[src/hw/rtl/tsh_pkg.sv]
// ----------------------------------------------------------------------------
// TCP SYN header builder package
// Shared constants, the header record type and the checksum fold function.
// ----------------------------------------------------------------------------
package tsh_pkg;

  localparam int unsigned HdrWords   = 20;
  localparam int unsigned IdxWidth   = 5;
  localparam int unsigned CfgIdxW    = 1;
  localparam int unsigned CfgDataW   = 16;
  localparam int unsigned QueueDepth = 2;

  localparam logic [CfgIdxW-1:0] CfgTtl    = 1'd0;
  localparam logic [CfgIdxW-1:0] CfgWindow = 1'd1;

  localparam logic [7:0]  TtlReset    = 8'd64;
  localparam logic [15:0] WindowReset = 16'd1024;

  localparam logic [15:0] IpVerIhlTos = 16'h4500;
  localparam logic [15:0] IpTotalLen  = 16'h0028;
  localparam logic [7:0]  ProtoTcp    = 8'h06;
  localparam logic [15:0] TcpLenBytes = 16'd20;
  localparam logic [15:0] TcpOffSyn   = 16'h5002;

  localparam logic [IdxWidth-1:0] LastIdx = IdxWidth'(HdrWords - 1);

  typedef struct packed {
    logic [31:0] src;
    logic [31:0] dst;
    logic [15:0] sport;
    logic [15:0] dport;
    logic [15:0] ident;
    logic [7:0]  ttl;
    logic [15:0] window;
    logic [15:0] ip_csum;
    logic [15:0] tcp_csum;
  } hdr_t;

  function automatic logic [15:0] csum_fold(input logic [18:0] raw);
    logic [16:0] s;
    logic [15:0] f;
    s = {1'b0, raw[15:0]} + {14'd0, raw[18:16]};
    f = s[15:0] + {15'd0, s[16]};
    return ~f;
  endfunction

endpackage

[src/hw/rtl/tsh_front.sv]
// ----------------------------------------------------------------------------
// TCP SYN header builder front end
// Accepts request beats and computes both checksums in a two-stage pipeline.
// ----------------------------------------------------------------------------
module tsh_front import tsh_pkg::*; (
  input  logic        clk_i,
  input  logic        rst_ni,
  input  logic        in_valid_i,
  output logic        in_ready_o,
  input  logic [31:0] source_address_i,
  input  logic [31:0] dest_address_i,
  input  logic [15:0] source_port_i,
  input  logic [15:0] dest_port_i,
  input  logic [15:0] ident_i,
  input  logic [7:0]  ttl_i,
  input  logic [15:0] window_i,
  output logic        push_o,
  output hdr_t        rec_o,
  input  logic        full_i
);

  logic        s1_valid_q, s2_valid_q;
  hdr_t        s1_rec_q, s2_rec_q;
  logic [17:0] addr_sum_q, ip_fix_q, tcp_fix_q;
  logic [17:0] addr_sum_d, ip_fix_d, tcp_fix_d;
  logic        s1_adv, s2_adv;
  hdr_t        s1_rec_d, s2_rec_d;
  logic [18:0] ip_raw, tcp_raw;

  assign s2_adv     = !s2_valid_q || !full_i;
  assign s1_adv     = !s1_valid_q || s2_adv;
  assign in_ready_o = s1_adv;
  assign push_o     = s2_valid_q && !full_i;
  assign rec_o      = s2_rec_q;

  always_comb begin
    s1_rec_d          = '0;
    s1_rec_d.src      = source_address_i;
    s1_rec_d.dst      = dest_address_i;
    s1_rec_d.sport    = source_port_i;
    s1_rec_d.dport    = dest_port_i;
    s1_rec_d.ident    = ident_i;
    s1_rec_d.ttl      = ttl_i;
    s1_rec_d.window   = window_i;
    addr_sum_d = {2'd0, source_address_i[31:16]} + {2'd0, source_address_i[15:0]}
               + {2'd0, dest_address_i[31:16]} + {2'd0, dest_address_i[15:0]};
    ip_fix_d   = {2'd0, IpVerIhlTos} + {2'd0, IpTotalLen} + {2'd0, ident_i}
               + {2'd0, ttl_i, ProtoTcp};
    tcp_fix_d  = {2'd0, source_port_i} + {2'd0, dest_port_i} + {2'd0, TcpOffSyn}
               + {2'd0, window_i} + {10'd0, ProtoTcp} + {2'd0, TcpLenBytes};
  end

  assign ip_raw  = {1'b0, addr_sum_q} + {1'b0, ip_fix_q};
  assign tcp_raw = {1'b0, addr_sum_q} + {1'b0, tcp_fix_q};

  always_comb begin
    s2_rec_d          = s1_rec_q;
    s2_rec_d.ip_csum  = csum_fold(ip_raw);
    s2_rec_d.tcp_csum = csum_fold(tcp_raw);
  end

  always_ff @(posedge clk_i or negedge rst_ni) begin
    if (!rst_ni) begin
      s1_valid_q <= 1'b0;
      s2_valid_q <= 1'b0;
    end else begin
      if (s1_adv) s1_valid_q <= in_valid_i;
      if (s2_adv) s2_valid_q <= s1_valid_q;
    end
  end

  always_ff @(posedge clk_i) begin
    if (s1_adv && in_valid_i) begin
      s1_rec_q   <= s1_rec_d;
      addr_sum_q <= addr_sum_d;
      ip_fix_q   <= ip_fix_d;
      tcp_fix_q  <= tcp_fix_d;
    end
    if (s2_adv && s1_valid_q) begin
      s2_rec_q <= s2_rec_d;
    end
  end

endmodule

[src/hw/rtl/tsh_queue.sv]
// ----------------------------------------------------------------------------
// TCP SYN header builder queue
// Small FIFO of finished header records between front end and back end.
// ----------------------------------------------------------------------------
module tsh_queue import tsh_pkg::*; #(
  parameter int unsigned Depth = QueueDepth
) (
  input  logic clk_i,
  input  logic rst_ni,
  input  logic push_i,
  input  hdr_t rec_i,
  output logic full_o,
  input  logic pop_i,
  output logic avail_o,
  output hdr_t rec_o
);

  localparam int unsigned PtrW = (Depth > 1) ? $clog2(Depth) : 1;
  localparam int unsigned CntW = $clog2(Depth + 1);

  hdr_t            mem_q [Depth];
  logic [PtrW-1:0] wptr_q, rptr_q, wptr_d, rptr_d;
  logic [CntW-1:0] cnt_q, cnt_d;

  assign full_o  = (cnt_q == CntW'(Depth));
  assign avail_o = (cnt_q != '0);
  assign rec_o   = mem_q[rptr_q];

  always_comb begin
    wptr_d = wptr_q;
    rptr_d = rptr_q;
    cnt_d  = cnt_q;
    if (push_i) wptr_d = (wptr_q == PtrW'(Depth - 1)) ? '0 : wptr_q + 1'b1;
    if (pop_i)  rptr_d = (rptr_q == PtrW'(Depth - 1)) ? '0 : rptr_q + 1'b1;
    if (push_i && !pop_i) cnt_d = cnt_q + 1'b1;
    if (pop_i && !push_i) cnt_d = cnt_q - 1'b1;
  end

  always_ff @(posedge clk_i or negedge rst_ni) begin
    if (!rst_ni) begin
      wptr_q <= '0;
      rptr_q <= '0;
      cnt_q  <= '0;
    end else begin
      wptr_q <= wptr_d;
      rptr_q <= rptr_d;
      cnt_q  <= cnt_d;
    end
  end

  always_ff @(posedge clk_i) begin
    if (push_i) mem_q[wptr_q] <= rec_i;
  end

endmodule

[src/hw/rtl/tsh_back.sv]
// ----------------------------------------------------------------------------
// TCP SYN header builder back end
// Serializes one header record into twenty registered 16-bit output beats.
// ----------------------------------------------------------------------------
module tsh_back import tsh_pkg::*; (
  input  logic                clk_i,
  input  logic                rst_ni,
  input  logic                avail_i,
  input  hdr_t                rec_i,
  output logic                pop_o,
  output logic                out_valid_o,
  input  logic                out_ready_i,
  output logic [15:0]         header_word_o,
  output logic [IdxWidth-1:0] word_index_o,
  output logic                last_word_o
);

  hdr_t                rec_q;
  logic                busy_q, busy_d;
  logic [IdxWidth-1:0] idx_q, idx_d;
  logic                oval_q, oval_d;
  logic [15:0]         word_q, word_d;
  logic [IdxWidth-1:0] oidx_q;
  logic                last_q;
  logic                load, at_last;

  assign load    = busy_q && (!oval_q || out_ready_i);
  assign at_last = (idx_q == LastIdx);
  assign pop_o   = avail_i && (!busy_q || (load && at_last));

  always_comb begin
    case (idx_q)
      5'd0:    word_d = IpVerIhlTos;
      5'd1:    word_d = IpTotalLen;
      5'd2:    word_d = rec_q.ident;
      5'd4:    word_d = {rec_q.ttl, ProtoTcp};
      5'd5:    word_d = rec_q.ip_csum;
      5'd6:    word_d = rec_q.src[31:16];
      5'd7:    word_d = rec_q.src[15:0];
      5'd8:    word_d = rec_q.dst[31:16];
      5'd9:    word_d = rec_q.dst[15:0];
      5'd10:   word_d = rec_q.sport;
      5'd11:   word_d = rec_q.dport;
      5'd16:   word_d = TcpOffSyn;
      5'd17:   word_d = rec_q.window;
      5'd18:   word_d = rec_q.tcp_csum;
      default: word_d = 16'h0000;
    endcase
  end

  always_comb begin
    busy_d = busy_q;
    idx_d  = idx_q;
    oval_d = oval_q && !out_ready_i;
    if (load) begin
      oval_d = 1'b1;
      idx_d  = idx_q + 1'b1;
      if (at_last) busy_d = 1'b0;
    end
    if (pop_o) begin
      busy_d = 1'b1;
      idx_d  = '0;
    end
  end

  always_ff @(posedge clk_i or negedge rst_ni) begin
    if (!rst_ni) begin
      busy_q <= 1'b0;
      idx_q  <= '0;
      oval_q <= 1'b0;
    end else begin
      busy_q <= busy_d;
      idx_q  <= idx_d;
      oval_q <= oval_d;
    end
  end

  always_ff @(posedge clk_i) begin
    if (pop_o) rec_q <= rec_i;
    if (load) begin
      word_q <= word_d;
      oidx_q <= idx_q;
      last_q <= at_last;
    end
  end

  assign out_valid_o   = oval_q;
  assign header_word_o = word_q;
  assign word_index_o  = oidx_q;
  assign last_word_o   = last_q;

  a_last_marks_final: assert property (@(posedge clk_i) disable iff (!rst_ni)
    oval_q |-> (last_q == (oidx_q == LastIdx)))
    else $error("last flag does not match word index");

  a_idx_in_range: assert property (@(posedge clk_i) disable iff (!rst_ni)
    busy_q |-> (idx_q <= LastIdx))
    else $error("word counter out of range");

  a_next_word_follows: assert property (@(posedge clk_i) disable iff (!rst_ni)
    (oval_q && out_ready_i && !last_q) |=>
      (oval_q && oidx_q == $past(oidx_q) + 1'b1))
    else $error("header words not emitted back to back in order");

endmodule

[src/hw/rtl/tcp_syn_header_builder.sv]
// Throughput is set by the 16-bit output serializer.
// Requests are accepted back to back while the two-stage checksum pipeline and
// the record queue have room; output stalls fill the queue and then stall input.
// Reset clears all control state; TTL resets to 64 and window to 1024.
// ----------------------------------------------------------------------------
// TCP SYN header builder
// Builds IPv4 plus TCP SYN headers with both Internet checksums.
// ----------------------------------------------------------------------------
module tcp_syn_header_builder import tsh_pkg::*; #(
  parameter int unsigned QDepth = QueueDepth
) (
  input  logic                clk_i,
  input  logic                rst_ni,
  input  logic                cfg_we_i,
  input  logic [CfgIdxW-1:0]  cfg_index_i,
  input  logic [CfgDataW-1:0] cfg_wdata_i,
  input  logic                in_valid_i,
  output logic                in_ready_o,
  input  logic [31:0]         source_address_i,
  input  logic [31:0]         dest_address_i,
  input  logic [15:0]         source_port_i,
  input  logic [15:0]         dest_port_i,
  input  logic [15:0]         ident_i,
  output logic                out_valid_o,
  input  logic                out_ready_i,
  output logic [15:0]         header_word_o,
  output logic [IdxWidth-1:0] word_index_o,
  output logic                last_word_o
);

  logic [7:0]  ttl_q;
  logic [15:0] window_q;
  logic        push, full, pop, avail;
  hdr_t        rec_in, rec_out;

  always_ff @(posedge clk_i or negedge rst_ni) begin
    if (!rst_ni) begin
      ttl_q    <= TtlReset;
      window_q <= WindowReset;
    end else if (cfg_we_i) begin
      case (cfg_index_i)
        CfgTtl:    ttl_q    <= cfg_wdata_i[7:0];
        CfgWindow: window_q <= cfg_wdata_i;
        default:   ;
      endcase
    end
  end

  tsh_front u_front (
    .clk_i,
    .rst_ni,
    .in_valid_i,
    .in_ready_o,
    .source_address_i,
    .dest_address_i,
    .source_port_i,
    .dest_port_i,
    .ident_i,
    .ttl_i    (ttl_q),
    .window_i (window_q),
    .push_o   (push),
    .rec_o    (rec_in),
    .full_i   (full)
  );

  tsh_queue #(.Depth(QDepth)) u_queue (
    .clk_i,
    .rst_ni,
    .push_i  (push),
    .rec_i   (rec_in),
    .full_o  (full),
    .pop_i   (pop),
    .avail_o (avail),
    .rec_o   (rec_out)
  );

  tsh_back u_back (
    .clk_i,
    .rst_ni,
    .avail_i (avail),
    .rec_i   (rec_out),
    .pop_o   (pop),
    .out_valid_o,
    .out_ready_i,
    .header_word_o,
    .word_index_o,
    .last_word_o
  );

endmodule
[config.mk]
export PLATFORM = sky130hd
export DESIGN_NAME = tcp_syn_header_builder
export DESIGN_NICKNAME = d
export VERILOG_FILES = /design/src/hw/rtl/tsh_pkg.sv /design/src/hw/rtl/tsh_front.sv /design/src/hw/rtl/tsh_queue.sv /design/src/hw/rtl/tsh_back.sv /design/src/hw/rtl/tcp_syn_header_builder.sv
export SDC_FILE = /design/constraint.sdc
export NUM_CORES = 1
export LEC_CHECK = 0
export ABC_CLOCK_PERIOD_IN_PS = 12300
export BUFFER_PORTS_ARGS = -buffer_cell sky130_fd_sc_hd__buf_2
export CELL_PAD_IN_SITES_DETAIL_PLACEMENT = 1
export CELL_PAD_IN_SITES_GLOBAL_PLACEMENT = 1
export CORE_ASPECT_RATIO = 1.1
export CORE_UTILIZATION = 53
export CTS_CLUSTER_DIAMETER = 150
export DETAILED_ROUTE_END_ITERATION = 16
export PLACE_DENSITY = 0.77
export SETUP_SLACK_MARGIN = 0.4
export SLEW_MARGIN = 0
export SYNTH_ARGS = -nofsm -noshare
export SYNTH_HDL_FRONTEND = slang
export SYNTH_SLANG_ARGS = --single-unit
export TNS_END_PERCENT = 1
[constraint.sdc]
create_clock -name clk_i -period 12.3 [get_ports clk_i]
set_input_delay 1.845 -clock clk_i [delete_from_list [all_inputs] [get_ports clk_i]]
set_output_delay 1.845 -clock clk_i [all_outputs]
set_load 0.02 [all_outputs]
==> metrics.md <==
| Metric | Value |
|---|---|
| Outcome | complete, no violations |
| Required time of the worst setup path | 12.68 ns |
| R2R setup slack | 4.87 ns |
| Core area | 70,800 µm² |
| DP Area | 40,200 µm² |
| Synth Area in Compound Gates | 0.0651 |
| Simple-gate portion of the synthesized area | 0.0483 |
| Number of global-route vias before repair | 22.8k |
| Die Area | 73,100 µm² |
| Detail Placement HPWL | 72,000 µm |
| # IOs | 158 |
| Slew headroom | 0.249 |
| Worst r2r src | u_front.addr_sum_q[0] |
| Path depth of the worst reg2reg path | 29 |
| CTS root buf | clkbuf_16 |
| DRC violations left | 0 |
| Final cycle utilization of the critical path | 0.604 |
| Flops & latches, synth | 920 |
| Synthesized instance count | 2,314 |
| Non-filler cells in the finished layout | 3,552 |
| WL final | 102,000 µm |
| Top FF cell, synth | edfxtp_1 |
| Post-synth top cells | edfxtp_1 (883), mux2_2 (193), ha_1 (142) |
| Avg Cell Area, Syn | 16.5 µm² |
| Routed via count | 21.1k |
| Num CTS Buffers | 93 |
| DR vias/cell | 5.94 |
| Max capacitance violation total | 0 |
| Largest family of logic cells by synthesized area | compound AO/OA/AOI/OAI gates |
| Placed Instances | 3,379 |
| Type of origin of the critical path | register |
| Placer Congestion | 0.911 |
| Post-CTS Setup Bufs | 0 |
| Clock Path Buffers | 3 |
| Post-route cell area | 43,400 µm² |
| Ys Warns | 0 |
| Final Power | 12.1 mW |
| Layout fillers | 6,383 |
| Slowest library cell on the worst path | nor4b_1 |
| Share of cells above drive strength 1 | 0.207 |
| Clk_lat worst skew | 0.66 ns |
| Crit path largest cell delay | 0.77 ns |
| Unrepaired setup endpoints after global routing | false |
| Crit path from | u_front.addr_sum_q[0] |
| GRT overflow | 0 |
| Port-buffer cells | 157 |
| CP Capture Type | register |
| Average wire per standard cell | 28.7 µm |
| Std cell rows | 102 |
| Fin crit period | 7.43 ns |
| Setup CP Type | register to register |
| Fmax achieved | 135 MHz |
| Worst Skew | 0.0243 ns |
| CP Max Fanout | 5 |
| Post-synth ARST share | 0.0402 |
| DRT iter0 DRCs | 1,754 |
| Post-synth EDFFs | 883 |
| TritonRoute pass-1 iters | 6 |
| Count leader, synth | edfxtp_1 |
| Critical path arrival | 7.81 ns |
| Peak supply drop | 0.145 mV |
| Area contributors post-synth | edfxtp_1 (69%), mux2_2 (5.7%), ha_1 (4.7%) |
| Synthesized Nets | 2,614 |
| Final core occ | 0.613 |
| Post-synth top area cell | edfxtp_1 |
| R2R Path End | u_front.rec_o[15] |
| Setup TNS | 0 ns |
| First-pass GRT wire length | 149,000 µm |
| Slew Limit Fails | 0 |
| Layout Area Growth over Synthesis | 13.6% |
| HP Class | register to register |
| Initial Util | 0.539 |
| Initial antenna violation count | 2 |
| XOR/XNOR Fraction of Synth Area | 0.0336 |
| Power Density | 280 nW/µm² |
| Pleak | 15.8 nW |
| Post-synthesis sequential area ratio | 0.719 |
| CP Capture Point | u_front.rec_o[15] |
| Slew @ Worst Pin | 1.13 ns |
| Final hold viol count | 0 |
| CTS clock-pin slew for the worst setup and hold paths | 0.06 ns |
| Multiplexer share of the synthesized area | 0.0574 |
| CTS sink count | 920 |
| Setup Viol. Count Final | 0 |
| Post-route antenna net violation count | 0 |
| Top-area cell type share of the netlist area | 0.694 |
| Die Span Y | 284 µm |
| Post-synthesis adder-cell area fraction | 0.0591 |
| Post-CTS Hold Fix Bufs | 0 |
| CTS tree | done |
| Die Span X | 258 µm |
| GRT Util Overall | 0.281 |
| Synth unique cells | 84 |
| Largest net degree at the start of global routing | 167 |
| Syn Std Cell Area | 38,200 µm² |
| Final nets | 2,838 |
| CTS resizes | 0 |
| Htree depth | 3 |
## how the worst min path moves through the flow
stage	to	startpoint	cells past startpoint	slack [ns]
final	u_front.rec_o[93]	u_front.s1_rec_q[93]	0	0.42
after global routing	u_front.rec_o[68]	u_front.s1_rec_q[68]	0	0.42
after CTS	u_front.rec_o[93]	u_front.s1_rec_q[93]	0	0.41
after detailed placement	u_front.rec_o[110]	u_front.s1_rec_q[110]	0	0.41
after global placement	u_front.rec_o[109]	u_front.s1_rec_q[109]	0	0.40
after floorplan	u_front.rec_o[100]	u_front.s1_rec_q[100]	0	0.40
## cell families after synthesis
kind of cell / count (synthesis)
AO/OA/AOI/OAI: 346
XOR/XNOR: 145
adder cells (fa/ha/maj): 166
buffers and inverters: 180
flip-flops: 920
multiplexers: 195
AND/OR/NAND/NOR: 362
## power by group
group	total, mW	internal [mW]	switching [mW]
clock network	2.95	1.74	1.21
registers	5.17	4.73	0.443
logic	4.01	1.43	2.58
total	12.1	7.90	4.24
## per-stage QoR
step	hold slack (ns)	setup WS, ns
floorplan	0.400	4.00
global placement	0.401	5.17
detailed placement	0.406	4.93
CTS	0.405	4.91
global route	0.419	4.19
finish	0.416	4.87
## metal layers
layer / global-route usage / wire length (µm)
met5: 0 / 13
met4: 0.121 / 4310
met3: 0.0366 / 4820
met2: 0.494 / 52600
met1: 0.347 / 40200
## flip-flops by register name, indices dropped and copies added (netlist names), 2 cells and up
register / cells
ttl_q: 8
u_queue.mem_q: 336
u_front.ip_fix_q: 18
window_q: 16
u_back.idx_q: 5
u_back.word_index_o: 5
u_front.tcp_fix_q: 18
u_back.header_word_o: 16
u_back.rec_q: 168
u_queue.cnt_q: 2
u_front.rec_o: 168
u_front.addr_sum_q: 18
u_front.s1_rec_q: 135
## cells in the final DEF (no fill, tap or decap), types with 13 or more instances in the layout
master       n
a21o_1      25
a21oi_1     74
a221oi_1    20
a22o_1      18
a22oi_1     33
and2_1      14
and3_1      17
buf_2      157
buf_4       19
bufinv_16   15
clkbuf_1    18
clkbuf_16   95
clkinv_1    17
clkinv_2    15
dfrtp_1     34
edfxtp_1   883
fa_1        24
ha_1       142
inv_1      131
mux2_2     193
nand2_1     76
nand2b_1    14
nand3_1     44
nor2_1      78
nor2b_1     19
nor3_1      30
o21a_1      20
o21ai_0     44
o21bai_1    13
xnor2_1     96
xor2_1      48
## area by class of cell
cell class | count | area (µm²) | area share
Antenna cell | 1 | 2.50 | 0.0000577
Sequential cell | 920 | 27400 | 0.633
Multi-Input combinational cell | 1214 | 10100 | 0.233
Tap cell | 936 | 1170 | 0.0270
Timing Repair Buffer | 178 | 968 | 0.0223
Clock buffer | 114 | 2460 | 0.0567
Clock inverter | 58 | 732 | 0.0169
Inverter | 131 | 492 | 0.0113
## critical path: cells and delay by family (launching register included)
kind / cells / cell delay (ns)
compound gates: 11 / 3.04
simple gates: 9 / 2.20
fa+ha+maj: 5 / 1.22
flops: 1 / 0.42
buf+inv: 3 / 0.21
xor+xnor: 1 / 0.10
Power figures use the tool's default switching activity.
